===== src/hw/rtl/tsp_pkg.sv =====
package tsp_pkg;

	localparam int SLOT_COUNT_DEF = 16;
	localparam int SLOT_W = 4;
	localparam int OP_W = 3;
	localparam int DATA_W = 32;

	localparam logic [OP_W-1:0] OP_CREATE = 3'd0;
	localparam logic [OP_W-1:0] OP_START = 3'd1;
	localparam logic [OP_W-1:0] OP_STOP = 3'd2;
	localparam logic [OP_W-1:0] OP_SETIV = 3'd3;
	localparam logic [OP_W-1:0] OP_DELETE = 3'd4;
	localparam logic [OP_W-1:0] OP_TICK = 3'd5;

	localparam logic [1:0] KIND_STATUS = 2'd0;
	localparam logic [1:0] KIND_FIRE = 2'd1;
	localparam logic [1:0] KIND_DUE = 2'd2;

	localparam logic [1:0] ST_OK = 2'd0;
	localparam logic [1:0] ST_INVAL = 2'd1;
	localparam logic [1:0] ST_FULL = 2'd2;

	localparam logic [DATA_W-1:0] ALL_ONES = '1;

	typedef enum logic [2:0] {
		CMD_CREATE,
		CMD_START,
		CMD_STOP,
		CMD_SETIV,
		CMD_DELETE,
		CMD_TICK,
		CMD_REJECT
	} cmd_op_t;

	typedef struct packed {
		cmd_op_t op;
		logic [SLOT_W-1:0] slot;
		logic [DATA_W-1:0] interval;
		logic repeat_req;
		logic [DATA_W-1:0] now;
	} cmd_t;

	typedef struct packed {
		logic [1:0] kind;
		logic [1:0] status;
		logic [SLOT_W-1:0] slot_out;
		logic [DATA_W-1:0] next_due;
		logic last;
	} result_t;

endpackage


===== src/hw/rtl/tsp_in_if.sv =====
interface tsp_in_if;
	logic valid;
	logic ready;
	logic [tsp_pkg::OP_W-1:0] operation;
	logic [tsp_pkg::SLOT_W-1:0] slot;
	logic [tsp_pkg::DATA_W-1:0] interval;
	logic repeat_req;
	logic [tsp_pkg::DATA_W-1:0] now;

	modport source (output valid, output operation, output slot, output interval,
		output repeat_req, output now, input ready);
	modport sink (input valid, input operation, input slot, input interval,
		input repeat_req, input now, output ready);
endinterface


===== src/hw/rtl/tsp_out_if.sv =====
interface tsp_out_if;
	logic valid;
	logic ready;
	logic [1:0] kind;
	logic [1:0] status;
	logic [tsp_pkg::SLOT_W-1:0] slot_out;
	logic [tsp_pkg::DATA_W-1:0] next_due;
	logic last;

	modport source (output valid, output kind, output status, output slot_out,
		output next_due, output last, input ready);
	modport sink (input valid, input kind, input status, input slot_out,
		input next_due, input last, output ready);
endinterface


===== src/hw/rtl/tsp_front.sv =====
module tsp_front #(
	parameter int SLOT_COUNT = tsp_pkg::SLOT_COUNT_DEF
) (
	tsp_in_if.sink req,
	output logic push_valid,
	output tsp_pkg::cmd_t push_cmd,
	input logic push_ready
);

	logic in_range;
	logic zero_iv;

	assign in_range = (int'(req.slot) < SLOT_COUNT);
	assign zero_iv = (req.interval == '0);
	assign push_valid = req.valid;
	assign req.ready = push_ready;

	// Checks that need no slot state are settled here, so the back end only
	// looks at the allocation bit.
	always_comb begin
		push_cmd.slot = req.slot;
		push_cmd.interval = req.interval;
		push_cmd.repeat_req = req.repeat_req;
		push_cmd.now = req.now;
		case (req.operation)
			tsp_pkg::OP_CREATE: begin
				push_cmd.op = zero_iv ? tsp_pkg::CMD_REJECT : tsp_pkg::CMD_CREATE;
			end
			tsp_pkg::OP_START: begin
				push_cmd.op = in_range ? tsp_pkg::CMD_START : tsp_pkg::CMD_REJECT;
			end
			tsp_pkg::OP_STOP: begin
				push_cmd.op = in_range ? tsp_pkg::CMD_STOP : tsp_pkg::CMD_REJECT;
			end
			tsp_pkg::OP_SETIV: begin
				push_cmd.op = (in_range && !zero_iv) ? tsp_pkg::CMD_SETIV
					: tsp_pkg::CMD_REJECT;
			end
			tsp_pkg::OP_DELETE: begin
				push_cmd.op = in_range ? tsp_pkg::CMD_DELETE : tsp_pkg::CMD_REJECT;
			end
			tsp_pkg::OP_TICK: begin
				push_cmd.op = tsp_pkg::CMD_TICK;
			end
			default: begin
				push_cmd.op = tsp_pkg::CMD_REJECT;
			end
		endcase
	end

endmodule


===== src/hw/rtl/tsp_cmd_fifo.sv =====
module tsp_cmd_fifo (
	input logic clk,
	input logic arst_n,
	input logic push_valid,
	input tsp_pkg::cmd_t push_cmd,
	output logic push_ready,
	output logic pop_valid,
	output tsp_pkg::cmd_t pop_cmd,
	input logic pop_ready
);

	tsp_pkg::cmd_t mem_q [2];
	logic wr_ptr_q;
	logic rd_ptr_q;
	logic [1:0] count_q;
	logic do_push;
	logic do_pop;

	assign push_ready = (count_q != 2'd2);
	assign pop_valid = (count_q != 2'd0);
	assign pop_cmd = mem_q[rd_ptr_q];
	assign do_push = push_valid && push_ready;
	assign do_pop = pop_valid && pop_ready;

	always_ff @(posedge clk or negedge arst_n) begin
		if (!arst_n) begin
			wr_ptr_q <= 1'b0;
			rd_ptr_q <= 1'b0;
			count_q <= 2'd0;
		end else begin
			if (do_push) wr_ptr_q <= ~wr_ptr_q;
			if (do_pop) rd_ptr_q <= ~rd_ptr_q;
			if (do_push && !do_pop) count_q <= count_q + 2'd1;
			else if (do_pop && !do_push) count_q <= count_q - 2'd1;
		end
	end

	always_ff @(posedge clk) begin
		if (do_push) mem_q[wr_ptr_q] <= push_cmd;
	end

endmodule


===== src/hw/rtl/tsp_exec.sv =====
module tsp_exec #(
	parameter int SLOT_COUNT = tsp_pkg::SLOT_COUNT_DEF
) (
	input logic clk,
	input logic arst_n,
	input logic pop_valid,
	input tsp_pkg::cmd_t pop_cmd,
	output logic pop_ready,
	tsp_out_if.source rsp
);

	localparam int IW = (SLOT_COUNT > 1) ? $clog2(SLOT_COUNT) : 1;
	localparam int SW = tsp_pkg::SLOT_W;
	localparam int DW = tsp_pkg::DATA_W;
	localparam logic [IW-1:0] LAST_IDX = IW'(SLOT_COUNT - 1);

	typedef enum logic [2:0] {
		S_IDLE = 3'b001,
		S_EXEC = 3'b010,
		S_REPORT = 3'b100
	} state_t;

	state_t state_q;
	logic [IW-1:0] idx_q;
	tsp_pkg::cmd_t cmd_q;
	logic [DW-1:0] near_q;
	logic [SLOT_COUNT-1:0] alloc_q;
	logic [SLOT_COUNT-1:0] run_q;
	logic [SLOT_COUNT-1:0] per_q;
	logic [DW-1:0] period_mem [SLOT_COUNT];
	logic [DW-1:0] dl_mem [SLOT_COUNT];
	logic [DW-1:0] per_rd_q;
	logic [DW-1:0] dl_rd_q;
	tsp_pkg::result_t out_q;
	logic out_valid_q;

	logic out_free;
	logic [IW-1:0] sidx;
	logic [IW-1:0] rd_addr;
	logic cur_alloc;
	logic cur_run;
	logic cur_per;
	logic [DW-1:0] diff;
	logic [DW-1:0] rem;
	logic [DW-1:0] neg_per;
	logic active;
	logic fire;
	logic [DW-1:0] contrib;
	logic [SLOT_COUNT-1:0] free_oh;
	logic [IW-1:0] free_idx;
	logic full;
	logic is_tick;
	logic exec_op;
	logic tick_go;
	logic emit;
	tsp_pkg::result_t res_d;
	logic per_we;
	logic dl_we;
	logic [IW-1:0] wr_addr;
	logic [DW-1:0] per_wd;
	logic [DW-1:0] dl_wd;

	assign out_free = !out_valid_q || rsp.ready;
	assign sidx = IW'(pop_cmd.slot);
	assign is_tick = (cmd_q.op == tsp_pkg::CMD_TICK);
	assign pop_ready = (state_q == S_IDLE);

	assign cur_alloc = alloc_q[idx_q];
	assign cur_run = run_q[idx_q];
	assign cur_per = per_q[idx_q];

	// Wrap-safe compare: the deadline is reached when now - deadline is not
	// negative as a signed 32-bit value.
	assign diff = cmd_q.now - dl_rd_q;
	assign rem = dl_rd_q - cmd_q.now;
	assign neg_per = '0 - per_rd_q;
	assign active = cur_alloc && cur_run;
	assign fire = active && !diff[DW-1];

	// Remaining time of this slot after it has been handled. A rearmed slot
	// is due again in exactly its period, unless that period exceeds 2**31.
	always_comb begin
		if (!active) contrib = tsp_pkg::ALL_ONES;
		else if (fire && cur_per) contrib = neg_per[DW-1] ? per_rd_q : '0;
		else if (fire) contrib = tsp_pkg::ALL_ONES;
		else contrib = rem;
	end

	// Lowest clear bit of the allocation map.
	assign free_oh = ~alloc_q & (alloc_q + 1'b1);
	assign full = &alloc_q;
	always_comb begin
		free_idx = '0;
		for (int i = 0; i < SLOT_COUNT; i++) begin
			if (free_oh[i]) free_idx = free_idx | IW'(i);
		end
	end

	assign exec_op = (state_q == S_EXEC) && !is_tick && out_free;
	assign tick_go = (state_q == S_EXEC) && is_tick && (!fire || out_free);

	always_comb begin
		if (state_q == S_IDLE) begin
			rd_addr = (pop_cmd.op == tsp_pkg::CMD_TICK
				|| pop_cmd.op == tsp_pkg::CMD_REJECT) ? '0 : sidx;
		end else if (tick_go && idx_q != LAST_IDX) begin
			rd_addr = idx_q + 1'b1;
		end else begin
			rd_addr = idx_q;
		end
	end

	always_comb begin
		res_d = '0;
		res_d.last = 1'b1;
		emit = 1'b0;
		per_we = 1'b0;
		dl_we = 1'b0;
		wr_addr = idx_q;
		per_wd = cmd_q.interval;
		dl_wd = cmd_q.now + per_rd_q;
		if (exec_op) begin
			emit = 1'b1;
			res_d.kind = tsp_pkg::KIND_STATUS;
			res_d.status = cur_alloc ? tsp_pkg::ST_OK : tsp_pkg::ST_INVAL;
			case (cmd_q.op)
				tsp_pkg::CMD_CREATE: begin
					res_d.status = full ? tsp_pkg::ST_FULL : tsp_pkg::ST_OK;
					res_d.slot_out = full ? '0 : SW'(free_idx);
					per_we = !full;
					wr_addr = free_idx;
				end
				tsp_pkg::CMD_START: begin
					dl_we = cur_alloc;
				end
				tsp_pkg::CMD_SETIV: begin
					per_we = cur_alloc;
					dl_we = cur_alloc && cur_run;
					dl_wd = cmd_q.now + cmd_q.interval;
				end
				tsp_pkg::CMD_REJECT: begin
					res_d.status = tsp_pkg::ST_INVAL;
				end
				default: begin
				end
			endcase
		end else if (tick_go && fire) begin
			emit = 1'b1;
			res_d.kind = tsp_pkg::KIND_FIRE;
			res_d.slot_out = SW'(idx_q);
			res_d.last = 1'b0;
			dl_we = cur_per;
		end else if (state_q == S_REPORT && out_free) begin
			emit = 1'b1;
			res_d.kind = tsp_pkg::KIND_DUE;
			res_d.next_due = near_q;
		end
	end

	always_ff @(posedge clk) begin
		per_rd_q <= period_mem[rd_addr];
		dl_rd_q <= dl_mem[rd_addr];
		if (per_we) period_mem[wr_addr] <= per_wd;
		if (dl_we) dl_mem[wr_addr] <= dl_wd;
	end

	always_ff @(posedge clk) begin
		if (emit) out_q <= res_d;
		if (state_q == S_IDLE && pop_valid) cmd_q <= pop_cmd;
	end

	always_ff @(posedge clk or negedge arst_n) begin
		if (!arst_n) begin
			state_q <= S_IDLE;
			idx_q <= '0;
			near_q <= tsp_pkg::ALL_ONES;
			alloc_q <= '0;
			run_q <= '0;
			per_q <= '0;
			out_valid_q <= 1'b0;
		end else begin
			out_valid_q <= emit || (out_valid_q && !rsp.ready);
			case (state_q)
				S_IDLE: begin
					if (pop_valid) begin
						idx_q <= rd_addr;
						near_q <= tsp_pkg::ALL_ONES;
						state_q <= S_EXEC;
					end
				end
				S_EXEC: begin
					if (exec_op) begin
						state_q <= S_IDLE;
						case (cmd_q.op)
							tsp_pkg::CMD_CREATE: begin
								if (!full) begin
									alloc_q[free_idx] <= 1'b1;
									run_q[free_idx] <= 1'b0;
									per_q[free_idx] <= cmd_q.repeat_req;
								end
							end
							tsp_pkg::CMD_START: begin
								if (cur_alloc) run_q[idx_q] <= 1'b1;
							end
							tsp_pkg::CMD_STOP: begin
								if (cur_alloc) run_q[idx_q] <= 1'b0;
							end
							tsp_pkg::CMD_DELETE: begin
								if (cur_alloc) begin
									alloc_q[idx_q] <= 1'b0;
									run_q[idx_q] <= 1'b0;
									per_q[idx_q] <= 1'b0;
								end
							end
							default: begin
							end
						endcase
					end else if (tick_go) begin
						if (fire && !cur_per) run_q[idx_q] <= 1'b0;
						if (contrib < near_q) near_q <= contrib;
						idx_q <= rd_addr;
						if (idx_q == LAST_IDX) state_q <= S_REPORT;
					end
				end
				S_REPORT: begin
					if (out_free) state_q <= S_IDLE;
				end
				default: begin
					state_q <= S_IDLE;
				end
			endcase
		end
	end

	assign rsp.valid = out_valid_q;
	assign rsp.kind = out_q.kind;
	assign rsp.status = out_q.status;
	assign rsp.slot_out = out_q.slot_out;
	assign rsp.next_due = out_q.next_due;
	assign rsp.last = out_q.last;

`ifndef SYNTH
	a_run_alloc: assert property (@(posedge clk) disable iff (!arst_n)
		(run_q & ~alloc_q) == '0)
		else $error("running slot is not allocated");

	a_report_idx: assert property (@(posedge clk) disable iff (!arst_n)
		state_q == S_REPORT |-> idx_q == LAST_IDX)
		else $error("report entered before the walk ended");

	a_due_last: assert property (@(posedge clk) disable iff (!arst_n)
		emit && res_d.kind == tsp_pkg::KIND_DUE |=> state_q == S_IDLE)
		else $error("next-due report did not end the tick");

	a_tick_idle: assert property (@(posedge clk) disable iff (!arst_n)
		state_q == S_EXEC && is_tick && idx_q != LAST_IDX && tick_go
		|=> state_q == S_EXEC && idx_q == $past(idx_q) + 1'b1)
		else $error("tick walk skipped a slot");
`endif

endmodule


===== src/hw/rtl/timer_slot_pool.sv =====
// Pool of SLOT_COUNT millisecond timer slots driven by one operation per req
// transfer: create, start, stop, set interval, delete and tick. Every non-tick
// operation answers one status result; a tick answers one fired result per
// expiring slot in slot order, then a next-due report flagged with last. The
// front end classifies operations into a two-entry queue, so req may take up
// to two operations while the back end works. The back end takes a
// non-tick operation through its execute state; a tick walks one slot per
// cycle, through the single read port of the period and deadline memories,
// then gives the report. A full response register stalls a firing slot, a
// status result or the report. There is no clearing pass after reset.
module timer_slot_pool #(
	parameter int SLOT_COUNT = tsp_pkg::SLOT_COUNT_DEF
) (
	input logic clk,
	input logic arst_n,
	tsp_in_if.sink req,
	tsp_out_if.source rsp
);

	logic push_valid;
	logic push_ready;
	tsp_pkg::cmd_t push_cmd;
	logic pop_valid;
	logic pop_ready;
	tsp_pkg::cmd_t pop_cmd;

	tsp_front #(.SLOT_COUNT(SLOT_COUNT)) u_front (
		.req(req),
		.push_valid(push_valid),
		.push_cmd(push_cmd),
		.push_ready(push_ready)
	);

	tsp_cmd_fifo u_fifo (
		.clk(clk),
		.arst_n(arst_n),
		.push_valid(push_valid),
		.push_cmd(push_cmd),
		.push_ready(push_ready),
		.pop_valid(pop_valid),
		.pop_cmd(pop_cmd),
		.pop_ready(pop_ready)
	);

	tsp_exec #(.SLOT_COUNT(SLOT_COUNT)) u_exec (
		.clk(clk),
		.arst_n(arst_n),
		.pop_valid(pop_valid),
		.pop_cmd(pop_cmd),
		.pop_ready(pop_ready),
		.rsp(rsp)
	);

endmodule

===== src/flat_wrapper.sv =====
// flat-port wrapper written by rule: the top's interface ports become plain ports
module timer_slot_pool_flat 
#(
	parameter int SLOT_COUNT = tsp_pkg::SLOT_COUNT_DEF
)
  (clk, arst_n, req_valid, req_operation, req_slot, req_interval, req_repeat_req, req_now, req_ready, rsp_valid, rsp_kind, rsp_status, rsp_slot_out, rsp_next_due, rsp_last, rsp_ready);
  tsp_in_if req_i ();
  tsp_out_if rsp_i ();
  input logic clk;
  input logic arst_n;
  input wire logic [$bits(req_i.valid)-1:0] req_valid;
  input wire logic [$bits(req_i.operation)-1:0] req_operation;
  input wire logic [$bits(req_i.slot)-1:0] req_slot;
  input wire logic [$bits(req_i.interval)-1:0] req_interval;
  input wire logic [$bits(req_i.repeat_req)-1:0] req_repeat_req;
  input wire logic [$bits(req_i.now)-1:0] req_now;
  output wire logic [$bits(req_i.ready)-1:0] req_ready;
  output wire logic [$bits(rsp_i.valid)-1:0] rsp_valid;
  output wire logic [$bits(rsp_i.kind)-1:0] rsp_kind;
  output wire logic [$bits(rsp_i.status)-1:0] rsp_status;
  output wire logic [$bits(rsp_i.slot_out)-1:0] rsp_slot_out;
  output wire logic [$bits(rsp_i.next_due)-1:0] rsp_next_due;
  output wire logic [$bits(rsp_i.last)-1:0] rsp_last;
  input wire logic [$bits(rsp_i.ready)-1:0] rsp_ready;
  assign req_i.valid = req_valid;
  assign req_i.operation = req_operation;
  assign req_i.slot = req_slot;
  assign req_i.interval = req_interval;
  assign req_i.repeat_req = req_repeat_req;
  assign req_i.now = req_now;
  assign req_ready = req_i.ready;
  assign rsp_valid = rsp_i.valid;
  assign rsp_kind = rsp_i.kind;
  assign rsp_status = rsp_i.status;
  assign rsp_slot_out = rsp_i.slot_out;
  assign rsp_next_due = rsp_i.next_due;
  assign rsp_last = rsp_i.last;
  assign rsp_i.ready = rsp_ready;
  timer_slot_pool #(.SLOT_COUNT(SLOT_COUNT)) u_core (.clk(clk), .arst_n(arst_n), .req(req_i), .rsp(rsp_i));
endmodule

===== config.mk =====
export PLATFORM = sky130hd
export DESIGN_NAME = timer_slot_pool_flat
export DESIGN_NICKNAME = d
export VERILOG_FILES = /design/src/hw/rtl/tsp_pkg.sv /design/src/hw/rtl/tsp_in_if.sv /design/src/hw/rtl/tsp_out_if.sv /design/src/hw/rtl/tsp_front.sv /design/src/hw/rtl/tsp_cmd_fifo.sv /design/src/hw/rtl/tsp_exec.sv /design/src/hw/rtl/timer_slot_pool.sv /design/src/flat_wrapper.sv
export SDC_FILE = /design/constraint.sdc
export NUM_CORES = 2
export LEC_CHECK = 0
export BUFFER_PORTS_ARGS = -buffer_cell sky130_fd_sc_hd__buf_2
export CORE_ASPECT_RATIO = 1.2
export CORE_MARGIN = 4
export CORE_UTILIZATION = 55
export DETAILED_ROUTE_END_ITERATION = 10
export HOLD_SLACK_MARGIN = 0.02
export PLACE_DENSITY = 0.71
export SLEW_MARGIN = 20
export SYNTH_ARGS = -nofsm -noshare
export SYNTH_HDL_FRONTEND = slang
export SYNTH_HIERARCHICAL = 1
export SYNTH_SLANG_ARGS = --single-unit

===== constraint.sdc =====
create_clock -name clk -period 7.16 [get_ports clk]
set_input_delay 2.148 -clock clk [delete_from_list [all_inputs] [get_ports clk]]
set_output_delay 2.148 -clock clk [all_outputs]
set_load 0.01 [all_outputs]

# Word level (Yosys, flattened, before mapping)
# Memories as Yosys holds them, arrays and structs flattened. A register that Yosys moved wholly into a read port is not among the register bits.
# Cells that the tools add are included.
[word_totals] in_bits=76 regBits=201 romBits=0 latchBits=0 out_inout_bits=43 elab_cells=225 ram_bits=1168 mem_count=3
[memory_table] name="u_core.u_exec.dl_mem" depth=16 width=32 rd=1 rd_clocked_by_memory_dff=1 write_ports=1 line="tsp_exec.sv:31" source="logic [DW-1:0] dl_mem [SLOT_COUNT];"
[memory_table] name="u_core.u_exec.period_mem" depth=16 width=32 rd=1 rd_clocked_by_memory_dff=1 write_ports=1 line="tsp_exec.sv:30" source="logic [DW-1:0] period_mem [SLOT_COUNT];"
[memory_table] name="u_core.u_fifo.mem_q" depth=2 width=72 rd=1 rd_clocked_by_memory_dff=0 write_ports=1 line="tsp_cmd_fifo.sv:12" source="tsp_pkg::cmd_t mem_q [2];"
[op_classes] shift=0 multipliers=0 reduce_logical=49 order_cmp=5 add_sub_neg=9 eq_ne=32 n_div=0 mux=94 bitwise=13
[ops] operator="32-bit two-way mux" count=10
[ops] operator="16-bit two-way mux" count=10
[ops] operator="16-bit AND" count=5
[ops] operator="4-bit two-way mux" count=20
[ops] operator="32-bit adder" count=2
[ops] operator="16-bit case mux with 2 select lines" count=2
[ops] operator="32-bit case mux with 2 select lines" count=1
[ops] operator="32-bit subtractor" count=2
[ops] operator="16-bit inverter" count=3
[ops] operator="16-bit case mux with 3 select lines" count=1
[ops] operator="3-bit two-way mux" count=11
[ops] operator="32-bit zero test" count=1
[ops] operator="32-bit < comparator" count=1
[ops] operator="16-bit bitwise OR" count=2
[ops] operator="1-bit by 32-bit subtractor with 32-bit output (first input constant)" count=1
[ops] operator="3-bit == test (second input constant)" count=8
[ops] operator="1-bit two-way mux" count=21
[ops] operator="1-bit logical AND" count=18
[ops] operator="3-bit case mux with 6 select lines" count=1
[ops] operator="16-bit by 1-bit adder with 16-bit output (second input constant)" count=1
[ops] operator="16-bit bitwise mux" count=1
[ops] operator="16-bit AND reduction" count=1
[ops] operator="3-bit by 2-bit == test with 1-bit output (second input constant)" count=5
[ops] operator="2-bit != test (second input constant)" count=7
[ops] operator="other kinds (29)" count=67

# Longest topological paths before layout
[depth] ltp_word=26 ltp_mapped=29 depth_no_buf=25

# Hierarchy
# The synthesis kept the hierarchy.
[by_module_without_submodules] mod="tsp_exec" n_inst=1 area_each_um2=55609.6 seq_area_each_um2=37547.3 cells_per_inst=3463
[by_module_without_submodules] mod="tsp_cmd_fifo" n_inst=1 area_each_um2=5739.3 seq_area_each_um2=4424.2 cells_per_inst=242
[by_module_without_submodules] mod="tsp_front" n_inst=1 area_each_um2=648.1 seq_area_each_um2=0.0 cells_per_inst=88

# Least setup slack after synthesis
# Ideal clock, no wire load.
[synth_timing] path_type="input-to-reg" start="input req_valid" end="memory u_core/u_fifo/mem_q[0][0] (netlist name), enable pin" t_arrival_ns=5.330 setup_slack_ns=1.327 required_ns=6.658 stages=3 n_path_buf=1 setup_ns=0.502 path_cell_list="buf_4 -> nand2_1 -> nor2_1"
[synth_between] elab_chain_cells=3
[synth_lines] item="start: declaration" line="flat_wrapper.sv:11" source="input wire logic [$bits(req_i.valid)-1:0] req_valid;"
[synth_lines] item="1-bit logical AND" line="tsp_cmd_fifo.sv:22" source="assign do_push = push_valid && push_ready;"
[synth_lines] item="1-bit two-way mux" line="tsp_cmd_fifo.sv:39" source="if (do_push) mem_q[wr_ptr_q] <= push_cmd;"
[synth_lines] item="1-bit two-way mux (implied by the code)" line="tsp_cmd_fifo.sv:39"
[synth_lines] item="end: declaration" line="tsp_cmd_fifo.sv:12"
# Every way passes these cells.

# Worst setup path after layout
[layout_timing] start="register u_core/u_exec/cmd_q[22] (netlist name)" end="register u_core.u_exec.near_q[0]"
[layout_between] elab_chain_cells=10 elab_cells_between_ends=19 classes_between="add/sub (2); order compare (1); eq/ne (2); mux (7); reduce/logical (7)"
[layout_lines] item="start: declaration" line="tsp_exec.sv:25" source="tsp_pkg::cmd_t cmd_q;"
[layout_lines] item="start signal: assignment" line="tsp_exec.sv:169" source="if (state_q == S_IDLE && pop_valid) cmd_q <= pop_cmd;"
[layout_lines] item="parallel branches: the longest is 10 deep, another holds 32-bit subtractor"
[layout_lines] item="end signal: assignment" line="tsp_exec.sv:176" source="near_q <= tsp_pkg::ALL_ONES;"
[layout_lines] item="end signal: assignment" line="tsp_exec.sv:187" source="near_q <= tsp_pkg::ALL_ONES;"
[layout_lines] item="end signal: assignment" line="tsp_exec.sv:220" source="if (contrib < near_q) near_q <= contrib;"
[layout_lines] item="end: declaration" line="tsp_exec.sv:26" source="logic [DW-1:0] near_q;"
# Parallel ways; which one is timed is not known. The select of a mux whose other input is x is not followed.
# A chain may end at the register's enable or synchronous reset.

==> results.md <==
- Antenna-violating nets left: 0
- Share of cell area taken by muxes after synthesis: 11.86%
- CTS H-tree lvls: 4
- Final hold viol count: 0
- Post-synthesis sequential element count: 1433
- Class of the most critical setup path: flip-flop to flip-flop
- Final worst path period need: 6.008 ns
- Worst setup EP type: flip-flop
- Cell internal pwr: approximately 0.022 W
- CTS sink count: 1433
- Final setup fails: 0
- Worst-margin pin slew: 1.134 ns
- Result of the run: finished clean
- Final-report max-slew violation count: 0
- Net count reported at finish: 4183
- Overall overflow remaining after global route: 0
- Pwr Density: 532.1 nW/um2
- Sum of net half-perimeters after detailed placement: 98010 um
- Hold buffers post-CTS: 0
- Class of the tightest hold or removal check: flip-flop to flip-flop
- Post-synthesis cell type count: roughly 80
- Fraction of power consumed by sequential logic: 36.8%
- Final core area utilization: 61.77%
- Global-route usage over all layers: 25.47%
- Clock buffers created by TritonCTS: 140
- Share of cells above drive strength 1: 21.73%
- Starting density of the core: 55.61%
- Relative area change from synthesis to final layout: 11.08%
- Data required, critical path: approximately 7.9 ns
- Combined area of all synthesized cells: 62000 um2
- Via density per instance: 6.245
- Initial antenna violation count: 0
- Number of nets produced by synthesis: between 4k and 5k
- Horizontal extent of the die: 314.5 um
- Number of antenna cells inserted: 0
- Clock-pin slew of the registers on the worst-case setup and hold paths: ~0.07 ns
- Cell taking the most area after synthesis: sky130_fd_sc_hd__edfxtp_1
- Fraction of the mapped netlist area in compound gates: around 7.7%
- Dominant combinational cell family by area after synthesis: multiplexers
- Fraction of power spent switching nets: between 30% and 40%
- Rel. slew slack: 24.43%
- Maximum clock skew at final layout: 0.03939 ns
- Fraction of the mapped netlist area in simple logic gates: 4.983%
- F_max: 166.4 MHz
- Worst supply voltage drop on vdd: 0.4649 mV
- Setup repair after global routing missed its margin: no
- Minimum setup slack among reg-to-reg paths: 1.15 ns
- Ranking of synthesized cells by instance count: 1277 x sky130_fd_sc_hd__edfxtp_1, 271 x sky130_fd_sc_hd__mux4_2, 225 x sky130_fd_sc_hd__nand2_1
- Quantity of gates resized following cts: 0
- Detailed-route wire length: approximately 150000 um
- Number of global-route vias before repair: 34.75k
- Maxcap violations: 0
- Part of the Yosys area used for sequential elements: 67.70%
- Fraction of synthesis flops using an asynchronous set or reset pin: 6.420%
- Setup Total Neg Slack: 0 ns
- Core Box Area: 111500 um2
- Syn avg cell area: 16.35 um2
- DRT iter0 DRCs: 3512
- Portion of synthesized cell area occupied by the leading cell type: 61.85%
- Fraction of the mapped netlist area in adder cells: 3.346%
- Post-synthesis share of cell area spent on xor and xnor gates: 1.088%
- Arrival time of the worst setup path: 6.70 ns
- Number of fill cells: 7971
- Final weighted congestion of routability-driven global placement: 0.9479
- Part of the total power dissipated in the clock network: 19.4%
- Kind of start point of the critical path: flip-flop
- DR WL/cell: 26.75 um
- Largest net degree at the start of global routing: 87
- Wire length of the first global-routing pass: around 220000 um
- Switching Power: 0.01415 W
- Relative contribution of combinational cells to total power: between 40% and 50%
- Portion of the clock cycle consumed by the worst path in the final layout: about 84%
- Leading cell type by number of instances after synthesis: sky130_fd_sc_hd__edfxtp_1
- Area occupied by multi-input gates: approximately 18000 um2
- Post-synthesis cell count: 3793
- Clock tree from TritonCTS: done
- Number of buffers inserted by post-CTS setup repair: 0
- Vias post-DR: around 35k
- Die Ht: approximately 380 um
- Input/output buffers: 118
- Number of cell rows: 134
- Main area contributors after synthesis: sky130_fd_sc_hd__edfxtp_1 62%, sky130_fd_sc_hd__mux4_2 9.8%, sky130_fd_sc_hd__ha_1 3.2%
- Router iterations before antenna repair: 6
- Buffers from clock root to sink, at most: 3
- Static leakage power: 24.39 nW
- Synth Flop Type: sky130_fd_sc_hd__edfxtp_1
- Clk root buf: sky130_fd_sc_hd__clkbuf_16
- Number of top-level pins: 119
- Skew-Pair Late Insertion Delay: ~0.79 ns
- Drt drc: 0
- Maximum fanout encountered on the critical timing path: 31
- Synthesis warning total: 6
- Die Footprint: 118200 um2
- Storage element area: between 40000 and 50000 um2
- Number of enable-type register cells in the synthesized netlist: around 1.3k
[per-layer routing]
layer / GRT usage (%) / part of all wire (%) / vias to the layer above
li1: - / - / 15210
met1: 34.91 / 40 / 17750
met2: 42.27 / 49 / 1434
met3: 3.826 / 6.7 / 269
met4: 8.600 / 3.5 / 0
met5: 0 / 0 / -
[sequential cells by signal (all words and copies together) (netlist names)]
name and cells:
u_core/u_exec/rsp.last 1, u_core/u_exec/per_rd_q 32, u_core/u_exec/idx_q 4, u_core/u_exec/rsp.next_due 32, u_core/u_exec/run_q 16, u_core/u_exec/per_wd 32, u_core/u_exec/rsp.status 2, u_core/u_exec/rsp.slot_out 4
u_core/u_exec/period_mem 512, u_core/u_exec/state_q 3, u_core/u_fifo/count_q 2, u_core/u_exec/rsp.valid 1, u_core/u_fifo/wr_ptr_q 1, u_core/u_exec/per_q 16, u_core/u_exec/cmd_q 36, u_core/u_exec/dl_rd_q 32
u_core/u_exec/dl_mem 512, u_core/u_exec/near_q 32, u_core/u_exec/alloc_q 16, u_core/u_fifo/mem_q 144, u_core/u_fifo/rd_ptr_q 1, u_core/u_exec/rsp.kind 2
[worst max-delay path: stages, from the launching register on]
cell and delay (ns):
sky130_fd_sc_hd__edfxtp_1 0.47, sky130_fd_sc_hd__inv_1 0.07, sky130_fd_sc_hd__ha_1 0.44, sky130_fd_sc_hd__nand4_1 0.25
sky130_fd_sc_hd__nor3_1 0.27, sky130_fd_sc_hd__o311ai_0 0.20, sky130_fd_sc_hd__a211oi_1 0.52, sky130_fd_sc_hd__or3_1 0.18
sky130_fd_sc_hd__buf_4 0.27, sky130_fd_sc_hd__buf_4 0.27, sky130_fd_sc_hd__nand3_1 0.08, sky130_fd_sc_hd__o21ai_0 0.10
sky130_fd_sc_hd__nand2_1 0.11, sky130_fd_sc_hd__ha_1 0.35, sky130_fd_sc_hd__a21o_1 0.19, sky130_fd_sc_hd__a21o_1 0.17
sky130_fd_sc_hd__a21o_1 0.17, sky130_fd_sc_hd__a21o_1 0.17, sky130_fd_sc_hd__a21o_1 0.17, sky130_fd_sc_hd__a21o_1 0.17
sky130_fd_sc_hd__a21oi_1 0.12, sky130_fd_sc_hd__or2_2 0.12, sky130_fd_sc_hd__a31oi_1 0.11, sky130_fd_sc_hd__or2_2 0.57
sky130_fd_sc_hd__o32a_1 0.38
[worst paths after layout]
| kind | from | to | cells past startpoint |
|---|---|---|---|
| setup / recovery | u_core/u_exec/cmd_q[22] | u_core/u_exec/near_q[0] | 24 |
| hold / removal | u_core/u_exec/per_q[12] | u_core/u_exec/per_q[12] | 2 |
| setup reg to reg | u_core/u_exec/cmd_q[22] | u_core/u_exec/near_q[0] | 24 |
| hold reg to reg | u_core/u_exec/per_q[12] | u_core/u_exec/per_q[12] | 2 |
| max in group asynchronous | arst_n | u_core/u_exec/rsp.valid | 2 |
| min in group asynchronous | arst_n | u_core/u_exec/run_q[8] | 1 |
[power groups by stage]
stage               Combinational, W  Clock [W]  Sequential (W)
CTS                           0.0160    0.00726          0.0135
detailed placement            0.0159          0          0.0137
global route                  0.0173    0.00762          0.0136
finish                        0.0160    0.00712          0.0135
floorplan                     0.0109          0          0.0130
global placement              0.0158          0          0.0136
[through the flow]
step / std cells / hold slack, ns / total power (W) / instance area (um2) / setup WS [ns]
3_5_place_dp: 5297 / 0.4837 / 0.02960 / 64430 / 1.142
2_1_floorplan: 3793 / 0.4432 / 0.02392 / 62000 / 1.327
6_report: 5551 / 0.5034 / 0.03664 / 68870 / 1.152
4_1_cts: 5551 / 0.4933 / 0.03679 / 68870 / 1.217
5_1_grt: 5551 / 0.5165 / 0.03847 / 68870 / 0.6855
3_3_place_gp: 5297 / 0.4738 / 0.02939 / 64420 / 1.233
[kinds of logic after synthesis]
logic type / after synthesis
AO/OA/AOI/OAI: 718
XOR/XNOR: 77
adder cells (fa/ha/maj): 164
buffers and inverters: 388
flip-flops: 1433
multiplexers: 361
AND/OR/NAND/NOR: 652
[cell usage in the layout (no fill, tap or decap), drive strengths merged, types with 15 or more instances in the layout]
master,count
buf,247
o21a,22
dfxtp,64
xor2,30
a31oi,28
o21ai,158
dfstp,33
and2,18
mux4,271
a21oi,134
ha,161
clkbuf,178
a21o,76
nor4,52
o211ai,15
dfrtp,59
nand2,226
nand2b,23
mux2i,18
edfxtp,1277
xnor2,47
and3,21
o22a,29
nor2,149
clkinv,52
mux2,72
nor3,30
nand4,23
a22oi,130
nor2b,21
nand3,52
inv,161
[layout make-up]
class                           count  share of cell area (%)
Tap cell                         1496                   2.718
Timing Repair Buffer              247                   2.504
Inverter                          149                  0.8139
Clock buffer                      178                   5.443
Sequential cell                  1433                   60.95
Clock inverter                     76                   1.008
Multi-Input combinational cell   1972                   26.56
(Power assumes the default switching activity.)
